File: config.mk
export PLATFORM = sky130hd
export DESIGN_NAME = page_cache_lru_lookup
export DESIGN_NICKNAME = d
export VERILOG_FILES = /design/src/rtl/core/pcl_pkg.sv /design/src/rtl/core/pcl_ctrl.sv /design/src/rtl/core/pcl_dpath.sv /design/src/rtl/core/page_cache_lru_lookup.sv
export SDC_FILE = /design/constraint.sdc
export NUM_CORES = 2
export LEC_CHECK = 0
export BUFFER_PORTS_ARGS = -buffer_cell sky130_fd_sc_hd__buf_2
export CELL_PAD_IN_SITES_DETAIL_PLACEMENT = 0
export CELL_PAD_IN_SITES_GLOBAL_PLACEMENT = 1
export CORE_MARGIN = 2
export CORE_UTILIZATION = 31
export DETAILED_ROUTE_END_ITERATION = 8
export PLACE_DENSITY_LB_ADDON = 0.1
export SLEW_MARGIN = 20
export SYNTH_ARGS = -nofsm -noshare
export SYNTH_HDL_FRONTEND = slang
export SYNTH_SLANG_ARGS = --single-unit
File: constraint.sdc
create_clock -name clk_i -period 14.56 [get_ports clk_i]
set_clock_uncertainty 0.05 [all_clocks]
set_input_delay 2.912 -clock clk_i [delete_from_list [all_inputs] [get_ports clk_i]]
set_output_delay 2.912 -clock clk_i [all_outputs]
set_load 0.01 [all_outputs]
File: src/rtl/core/pcl_pkg.sv
`default_nettype none

package pcl_pkg;

  // Fixed field widths
  localparam int unsigned OWNER_W = 16;
  localparam int unsigned PAGE_W  = 32;
  localparam int unsigned SLOT_W  = 4;
  localparam int unsigned CAP_W   = 5;

  // Capacity after reset
  localparam logic [CAP_W-1:0] CAP_RESET = 5'd16;

  // Request kinds
  localparam logic KIND_LOOKUP = 1'b0;
  localparam logic KIND_INSERT = 1'b1;

  typedef enum logic [1:0] {
    ST_IDLE,
    ST_MATCH,
    ST_RANK,
    ST_UPDATE
  } ctrl_state_e;

  // Commands from the controller to the datapath
  typedef struct packed {
    logic capture;
    logic match;
    logic rank;
    logic update;
  } ctrl_cmd_t;

endpackage

`default_nettype wire

File: src/rtl/core/pcl_ctrl.sv
`default_nettype none

module pcl_ctrl (
  input  wire                 clk_i,
  input  wire                 rst_ni,
  input  wire                 start_i,
  output logic                busy_o,
  output logic                done_o,
  output pcl_pkg::ctrl_cmd_t  cmd_o
);
  import pcl_pkg::*;

  ctrl_state_e state_q, state_d;
  logic        done_q, done_d;

  // State and strobe registers
  always_ff @(posedge clk_i or negedge rst_ni) begin
    if (!rst_ni) begin
      state_q <= ST_IDLE;
      done_q  <= 1'b0;
    end else begin
      state_q <= state_d;
      done_q  <= done_d;
    end
  end

  // Fixed sequence: match, rank pick, update
  always_comb begin
    state_d = state_q;
    done_d  = 1'b0;
    cmd_o   = '0;
    busy_o  = 1'b1;
    unique case (state_q)
      ST_IDLE: begin
        busy_o = 1'b0;
        if (start_i) begin
          cmd_o.capture = 1'b1;
          state_d       = ST_MATCH;
        end
      end
      ST_MATCH: begin
        cmd_o.match = 1'b1;
        state_d     = ST_RANK;
      end
      ST_RANK: begin
        cmd_o.rank = 1'b1;
        state_d    = ST_UPDATE;
      end
      ST_UPDATE: begin
        cmd_o.update = 1'b1;
        done_d       = 1'b1;
        state_d      = ST_IDLE;
      end
      default: state_d = ST_IDLE;
    endcase
  end

  assign done_o = done_q;

endmodule

`default_nettype wire

File: src/rtl/core/pcl_dpath.sv
`default_nettype none

module pcl_dpath #(
  parameter int unsigned ENTRIES = 16
) (
  input  wire                           clk_i,
  input  wire                           rst_ni,
  input  pcl_pkg::ctrl_cmd_t            cmd_i,
  input  wire                           cfg_we_i,
  input  wire [pcl_pkg::CAP_W-1:0]      cfg_wdata_i,
  input  wire                           kind_i,
  input  wire [pcl_pkg::OWNER_W-1:0]    owner_id_i,
  input  wire [pcl_pkg::PAGE_W-1:0]     page_number_i,
  input  wire                           dirty_on_insert_i,
  output logic                          hit_o,
  output logic [pcl_pkg::SLOT_W-1:0]    slot_o,
  output logic                          evicted_o,
  output logic [pcl_pkg::OWNER_W-1:0]   evict_owner_o,
  output logic [pcl_pkg::PAGE_W-1:0]    evict_page_o,
  output logic                          evict_dirty_o
);
  import pcl_pkg::*;

  localparam int unsigned IDX_W = $clog2(ENTRIES);
  localparam int unsigned CNT_W = $clog2(ENTRIES + 1);

  // Request word
  logic               kind_q;
  logic [OWNER_W-1:0] owner_q;
  logic [PAGE_W-1:0]  page_q;
  logic               dirty_q;
  logic [CAP_W-1:0]   cap_q;

  // Entry cells
  logic [ENTRIES-1:0] valid_q;
  logic [ENTRIES-1:0] dirty_ent_q;
  logic [OWNER_W-1:0] own_q  [ENTRIES];
  logic [PAGE_W-1:0]  pg_q   [ENTRIES];
  logic [IDX_W-1:0]   rank_q [ENTRIES];
  logic [CNT_W-1:0]   count_q;

  // Pipeline between steps
  logic [ENTRIES-1:0] cand_q, cand_d;
  logic               evict_q, evict_d;
  logic [IDX_W-1:0]   target_q, target_d;
  logic               found_q;

  // Result registers
  logic               hit_q;
  logic [SLOT_W-1:0]  slot_q;
  logic               evicted_q;
  logic [OWNER_W-1:0] ev_owner_q;
  logic [PAGE_W-1:0]  ev_page_q;
  logic               wb_q;

  // Capacity register
  always_ff @(posedge clk_i or negedge rst_ni) begin
    if (!rst_ni) begin
      cap_q <= CAP_RESET;
    end else if (cfg_we_i) begin
      cap_q <= cfg_wdata_i;
    end
  end

  // Capture the request word
  always_ff @(posedge clk_i) begin
    if (cmd_i.capture) begin
      kind_q  <= kind_i;
      owner_q <= owner_id_i;
      page_q  <= page_number_i;
      dirty_q <= dirty_on_insert_i;
    end
  end

  // Match step: candidate vector for the rank pick
  logic [31:0]        eff_cap;
  logic               full;
  logic [ENTRIES-1:0] tag_eq;
  logic [ENTRIES-1:0] free_oh;

  always_comb begin
    if (cap_q == '0) begin
      eff_cap = 32'd1;
    end else if (32'(cap_q) > 32'(ENTRIES)) begin
      eff_cap = 32'(ENTRIES);
    end else begin
      eff_cap = 32'(cap_q);
    end
    full = (count_q != '0) && (32'(count_q) >= eff_cap);
    for (int i = 0; i < ENTRIES; i++) begin
      tag_eq[i] = valid_q[i] && (own_q[i] == owner_q) && (pg_q[i] == page_q);
    end
    // lowest free slot as one-hot
    free_oh = ~valid_q & (valid_q + ENTRIES'(1));
    evict_d = (kind_q == KIND_INSERT) && full;
    priority if (kind_q == KIND_LOOKUP) begin
      cand_d = tag_eq;
    end else if (full) begin
      cand_d = valid_q;
    end else begin
      cand_d = free_oh;
    end
  end

  always_ff @(posedge clk_i) begin
    if (cmd_i.match) begin
      cand_q  <= cand_d;
      evict_q <= evict_d;
    end
  end

  // Rank step: lowest rank among candidates, highest for eviction
  logic [ENTRIES-1:0] rank_hit;
  logic [ENTRIES-1:0] rank_rev;
  logic [ENTRIES-1:0] lo_oh;
  logic [ENTRIES-1:0] hi_oh;
  logic [IDX_W-1:0]   lo_enc;
  logic [IDX_W-1:0]   hi_enc;

  always_comb begin
    rank_hit = '0;
    for (int r = 0; r < ENTRIES; r++) begin
      for (int i = 0; i < ENTRIES; i++) begin
        if (cand_q[i] && (rank_q[i] == IDX_W'(r))) begin
          rank_hit[r] = 1'b1;
        end
      end
    end
    for (int j = 0; j < ENTRIES; j++) begin
      rank_rev[j] = rank_hit[ENTRIES-1-j];
    end
    lo_oh  = rank_hit & (~rank_hit + ENTRIES'(1));
    hi_oh  = rank_rev & (~rank_rev + ENTRIES'(1));
    lo_enc = '0;
    hi_enc = '0;
    for (int j = 0; j < ENTRIES; j++) begin
      if (lo_oh[j]) lo_enc = lo_enc | IDX_W'(j);
      if (hi_oh[j]) hi_enc = hi_enc | IDX_W'(j);
    end
    target_d = evict_q ? (IDX_W'(ENTRIES - 1) - hi_enc) : lo_enc;
  end

  always_ff @(posedge clk_i) begin
    if (cmd_i.rank) begin
      target_q <= target_d;
      found_q  <= |cand_q;
    end
  end

  // Update step: locate the slot holding the target rank
  logic [ENTRIES-1:0] sel;
  logic [IDX_W-1:0]   slot_idx;
  logic [OWNER_W-1:0] sel_owner;
  logic [PAGE_W-1:0]  sel_page;
  logic               sel_dirty;

  always_comb begin
    slot_idx  = '0;
    sel_owner = '0;
    sel_page  = '0;
    sel_dirty = 1'b0;
    for (int i = 0; i < ENTRIES; i++) begin
      sel[i] = (rank_q[i] == target_q);
      if (sel[i]) begin
        slot_idx  = slot_idx | IDX_W'(i);
        sel_owner = sel_owner | own_q[i];
        sel_page  = sel_page | pg_q[i];
        sel_dirty = sel_dirty | dirty_ent_q[i];
      end
    end
  end

  // Recency, valid, dirty and count
  always_ff @(posedge clk_i or negedge rst_ni) begin
    if (!rst_ni) begin
      valid_q     <= '0;
      dirty_ent_q <= '0;
      count_q     <= '0;
      for (int i = 0; i < ENTRIES; i++) begin
        rank_q[i] <= IDX_W'(i);
      end
    end else if (cmd_i.update && found_q) begin
      for (int i = 0; i < ENTRIES; i++) begin
        if (sel[i]) begin
          rank_q[i] <= '0;
        end else if (rank_q[i] < target_q) begin
          rank_q[i] <= rank_q[i] + IDX_W'(1);
        end
      end
      if (kind_q == KIND_INSERT) begin
        valid_q     <= valid_q | sel;
        dirty_ent_q <= (dirty_ent_q & ~sel) | (dirty_q ? sel : '0);
        if (!evict_q) begin
          count_q <= count_q + CNT_W'(1);
        end
      end
    end
  end

  // Tag cells
  always_ff @(posedge clk_i) begin
    if (cmd_i.update && found_q && (kind_q == KIND_INSERT)) begin
      for (int i = 0; i < ENTRIES; i++) begin
        if (sel[i]) begin
          own_q[i] <= owner_q;
          pg_q[i]  <= page_q;
        end
      end
    end
  end

  // Result word
  always_ff @(posedge clk_i) begin
    if (cmd_i.update) begin
      hit_q      <= (kind_q == KIND_LOOKUP) && found_q;
      slot_q     <= found_q ? SLOT_W'(slot_idx) : '0;
      evicted_q  <= evict_q;
      ev_owner_q <= evict_q ? sel_owner : '0;
      ev_page_q  <= evict_q ? sel_page : '0;
      wb_q       <= evict_q && sel_dirty;
    end
  end

  assign hit_o         = hit_q;
  assign slot_o        = slot_q;
  assign evicted_o     = evicted_q;
  assign evict_owner_o = ev_owner_q;
  assign evict_page_o  = ev_page_q;
  assign evict_dirty_o = wb_q;

endmodule

`default_nettype wire

File: src/rtl/core/page_cache_lru_lookup.sv
// Page cache tag store, fully associative, least-recently-used replacement.
// Request channel: drive kind_i, owner_id_i, page_number_i and
// dirty_on_insert_i with start_i; the word is taken at a clock edge where
// start_i is high and busy_o is low. kind_i low looks a tag up, high inserts.
// Result channel: done_o is high for exactly one cycle with hit_o, slot_o,
// evicted_o, evict_owner_o, evict_page_o and evict_dirty_o; the receiver
// cannot stall, so it must take the word in that cycle.
// Sequence: the request word is captured at the request edge; the
// controller's fixed sequence then runs tag match, rank pick over the
// recency ranks, then recency update and result register. busy_o drops in
// the same cycle that done_o is high, so a new request is taken only once
// the previous result word is presented.
// Capacity is written through cfg_we_i/cfg_wdata_i; the user must do so
// only while the block is idle, as the block does not enforce it. 0 acts
// as 1 and values above ENTRIES act as ENTRIES. Reset empties the cache
// at once (valid bits cleared, ranks in slot order, capacity 16); there is
// no clearing pass and a request may follow immediately.
`default_nettype none

module page_cache_lru_lookup #(
  parameter int unsigned ENTRIES = 16
) (
  input  wire                           clk_i,
  input  wire                           rst_ni,
  input  wire                           start_i,
  output logic                          busy_o,
  input  wire                           kind_i,
  input  wire [pcl_pkg::OWNER_W-1:0]    owner_id_i,
  input  wire [pcl_pkg::PAGE_W-1:0]     page_number_i,
  input  wire                           dirty_on_insert_i,
  input  wire                           cfg_we_i,
  input  wire [pcl_pkg::CAP_W-1:0]      cfg_wdata_i,
  output logic                          done_o,
  output logic                          hit_o,
  output logic [pcl_pkg::SLOT_W-1:0]    slot_o,
  output logic                          evicted_o,
  output logic [pcl_pkg::OWNER_W-1:0]   evict_owner_o,
  output logic [pcl_pkg::PAGE_W-1:0]    evict_page_o,
  output logic                          evict_dirty_o
);
  import pcl_pkg::*;

  ctrl_cmd_t cmd;

  pcl_ctrl u_ctrl (
    .clk_i   (clk_i),
    .rst_ni  (rst_ni),
    .start_i (start_i),
    .busy_o  (busy_o),
    .done_o  (done_o),
    .cmd_o   (cmd)
  );

  pcl_dpath #(
    .ENTRIES (ENTRIES)
  ) u_dpath (
    .clk_i             (clk_i),
    .rst_ni            (rst_ni),
    .cmd_i             (cmd),
    .cfg_we_i          (cfg_we_i),
    .cfg_wdata_i       (cfg_wdata_i),
    .kind_i            (kind_i),
    .owner_id_i        (owner_id_i),
    .page_number_i     (page_number_i),
    .dirty_on_insert_i (dirty_on_insert_i),
    .hit_o             (hit_o),
    .slot_o            (slot_o),
    .evicted_o         (evicted_o),
    .evict_owner_o     (evict_owner_o),
    .evict_page_o      (evict_page_o),
    .evict_dirty_o     (evict_dirty_o)
  );

  // Every accepted request yields its result word
  a_latency: assert property (@(posedge clk_i) disable iff (!rst_ni)
    (start_i && !busy_o) |=> ##3 done_o)
    else $error("result word missing four cycles after request");

  // The result cycle is an idle cycle
  a_done_idle: assert property (@(posedge clk_i) disable iff (!rst_ni)
    done_o |-> !busy_o)
    else $error("result strobe while busy");

  // A lookup hit never reports an eviction
  a_hit_no_evict: assert property (@(posedge clk_i) disable iff (!rst_ni)
    (done_o && hit_o) |-> !evicted_o)
    else $error("eviction reported on a lookup hit");

  // Without eviction the displaced-entry fields are zero
  a_no_evict_zero: assert property (@(posedge clk_i) disable iff (!rst_ni)
    (done_o && !evicted_o) |->
      (evict_owner_o == '0) && (evict_page_o == '0) && !evict_dirty_o)
    else $error("eviction fields set without eviction");

endmodule

`default_nettype wire
==> results.py <==
metrics = {
    "outcome": {
        "outcome": "finished clean",
    },
    "power_and_ir_drop": {
        "cell_internal_pwr_w": 0.007202,
        "p_sw_w": 0.005912,
        "p_comb_frac": 0.434,
        "swShare": 0.4508,
        "finalPower_w": 0.01311,
        "p_per_area_mw_per_mm2": 227.1,
        "vdd_drop_max_mv": 0.1076,
        "p_leak_nw": 19.04,
        "p_seq_frac": 0.324,
        "clkPwrFrac": 0.242,
    },
    "routing": {
        "vias_per_cell": 6.067,
        "wl_per_cell_um": 44.20,
        "dr.pass1.iters": 9,
        "drt_iter0_drc": 6248,
        "drc": 0,
        "antenna_left": 0,
        "wl_um": 280700,
        "vias": 38526,
    },
    "final_layout": {
        "area_growth_pct": 15.25,
        "stdcell_count": 6350,
        "layout.nets": 4282,
        "layout-drive-gt1-share": 0.1341,
    },
    "clock_network": {
        "clockBufferDepth": 3,
        "cts_hold_buffers": 0,
        "cts.reportedPaths.clkPinSlew_ns": 0.06,
        "ctsResizeCount": 0,
        "htreeDepth": 3,
        "root_buffer": "clkbuf_16",
        "postCtsSetupBuffers": 0,
        "cts_tree": "done",
        "worstSkewPairLatency_ns": 0.78,
        "cts_inserted_buffers": 118,
        "clock_sinks": 1004,
    },
    "timing": {
        "fmax_mhz": 214.4,
        "setup_violations": 0,
        "setup-tns-final_ns": 0,
        "rsz0062_at_grt": "false",
        "period_needed_ns": 4.665,
        "whs_ns": 0.4579,
        "timing.final.max_slew_violations": 0,
        "relSlewSlack": 0.08321,
        "finalHoldViolCount": 0,
        "worst_pin_slew_ns": 1.363,
        "min_period_over_period": 0.3204,
        "fin_ws_ns": 9.895,
    },
    "global_route": {
        "grtUsageMet3": 0.05957,
        "busiest_layer": "met2",
        "grt_pass1_vias": 36535,
        "grt_max_degree": 59,
        "met1_usage": 0.4480,
        "antenna_found_initial": 17,
        "grt_pass1_wl_um": 365000,
        "met2_usage": 0.5140,
        "grt_usage": 0.3352,
        "grt_remaining_overflow": 0,
    },
    "yosys": {
        "yosysMostFrequentCell": "edfxtp_1",
        "synthDistinctLibCells": 85,
        "ys_seq_area_frac": 0.5917,
        "avgSynthCellArea_sq_um": 12.69,
        "syn_area_sq_mm": 0.05010,
        "synthTopCellsByArea": "edfxtp_1 (54%), xnor2_1 (8.3%), xor2_1 (4.0%)",
        "async_reset_ff_frac": 0.1086,
        "synth_top_cell_by_area": "edfxtp_1",
        "yosys_most_used_dff": "edfxtp_1",
        "ys_seq_elements": 1004,
        "synth_top_area_frac": 0.5364,
        "syn_inst": 3947,
        "synth_edf_count": 895,
        "ys.warnings.count": 0,
        "synthTopCellsByCount": "edfxtp_1 (895), xnor2_1 (474), a22oi_1 (237), nand2_1 (236), xor2_1 (231)",
        "synth_fp_nets": 4146,
    },
    "place": {
        "dp.cells": 6123,
        "dp_slack_ns": 9.897,
        "io_buffers": 115,
        "hpwl_um": 207100,
        "gp_routability_congestion": 1.087,
    },
    "critical_path": {
        "reg2reg_setup_slack_ns": 10.24,
        "worstPathRequired_ns": 11.60,
        "path_class": "flop to output port",
        "startpoint_type": "flop",
        "critPathCaptureType": "output port",
        "worstPathArrival_ns": 1.70,
        "crit_fanout": 4,
    },
    "floorplanning": {
        "die_h_um": 406.0,
        "rows": 147,
        "die_w_um": 406.0,
        "fp.coreArea_sq_mm": 0.1606,
        "initial_core_util": 0.3120,
        "design.die.area_sq_mm": 0.1648,
        "pin_count": 116,
    },
    "min_path": {
        "holdCritPathClass": "flop to flop",
    },
    "flow_run": {
        "cap_violations": 0,
    },
}
==> registers in the layout (all words and copies together) (netlist names), named ones only <==
| signal | cells |
|---|---|
| u_dpath.pg_q | 512 |
| u_dpath.own_q | 256 |
| u_dpath.rank_q | 64 |
| u_dpath.evict_page_o | 32 |
| u_dpath.page_q | 32 |
| u_dpath.cand_q | 16 |
| u_dpath.evict_owner_o | 16 |
| u_dpath.owner_q | 16 |
| u_dpath.valid_q | 16 |
| u_dpath.cap_q | 5 |
| u_dpath.count_q | 5 |
| u_dpath.slot_o | 4 |
| u_dpath.target_q | 4 |
| u_ctrl.state_q | 2 |
| u_ctrl.done_o | 1 |
| u_dpath.dirty_q | 1 |
| u_dpath.evict_dirty_o | 1 |
| u_dpath.evict_q | 1 |
| u_dpath.evicted_o | 1 |
| u_dpath.found_q | 1 |
| u_dpath.hit_o | 1 |
| u_dpath.kind_q | 1 |
==> stage by stage <==
step / cell area (sq um) / util
2_1_floorplan: 50100 / -
3_3_place_gp: 53700 / 0.3344
3_5_place_dp: 53720 / 0.3345
4_1_cts: 57710 / 0.3594
5_1_grt: 57720 / 0.3595
6_report: 57740 / 0.3596
==> final timing paths <==
kind / from / end / depth (start not counted)
min in group asynchronous: rst_ni / u_dpath.rank_q[45] / 1
max reg2reg: u_ctrl.state_q[1] / u_dpath.own_q[1][103] / 7
min reg2reg: flop / flop / 1
min: flop / flop / 1
max: u_ctrl.state_q[0] / busy_o / 4
max in group asynchronous: rst_ni / u_dpath.valid_q[3] / 2
==> power groups by stage <==
stage                     clock [W]  combinational, W  sequential, W
after global placement            0           0.00565        0.00430
final                       0.00317           0.00570        0.00425
after floorplan                   0           0.00290        0.00412
after CTS                   0.00320           0.00561        0.00424
after detailed placement          0           0.00559        0.00429
after global routing        0.00330           0.00590        0.00428
==> cell usage in the layout, fill, tap and decap left out, types with 27 or more instances in the layout <==
master / n
xnor2_1: 471
nor3_1: 39
buf_4: 129
edfxtp_1: 895
a221oi_1: 42
inv_1: 124
o21ai_0: 101
nand2_1: 235
xor2_1: 230
a31oi_1: 54
nor2_1: 70
a22o_1: 48
nand3_1: 33
a222oi_1: 51
o22ai_1: 100
buf_2: 115
nand4_1: 221
a21oi_1: 61
mux2_2: 30
ha_1: 139
dfstp_2: 33
nand2b_1: 39
clkbuf_16: 120
nor4_1: 100
clkbuf_1: 27
dfrtp_1: 76
a22oi_1: 237
==> metal layers <==
metal / vias to the layer above / routed length [um]
li1: 15528 / -
met1: 20160 / 114100
met2: 2352 / 124500
met3: 474 / 23590
met4: 12 / 18420
met5: - / 83
==> layout make-up <==
type                       count  area [sq um]
antenna                        8         20.02
clock buffer                 148          3118
clock inverter                71         873.3
fill                       15793        102800
inverter                     125         469.2
multi-input combinational   2589         19360
sequential                  1004         29640
tap                         2160          2703
timing repair buffer         245          1555
==> logic make-up (layout without fill, tap and decap cells) <==
| kind of cell | count (synthesis) | in the layout | synth area share |
|---|---|---|---|
| buf+inv | 354 | 589 | 0.02722 |
| other cells | 0 | 8 | 0 |
| fa+ha+maj | 140 | 140 | 0.03496 |
| mux | 34 | 34 | 0.007542 |
| compound gates | 796 | 796 | 0.1146 |
| flops | 1004 | 1004 | 0.5917 |
| xor+xnor | 705 | 705 | 0.1232 |
| simple gates | 914 | 914 | 0.1007 |
==> worst max-delay path, stage by stage, from the launching register on <==
cell and delay [ns]:
dfrtp_1 0.41, inv_1 0.11, ha_1 0.22, inv_1 0.07, buf_2 0.12
(Power assumes the default switching activity.)
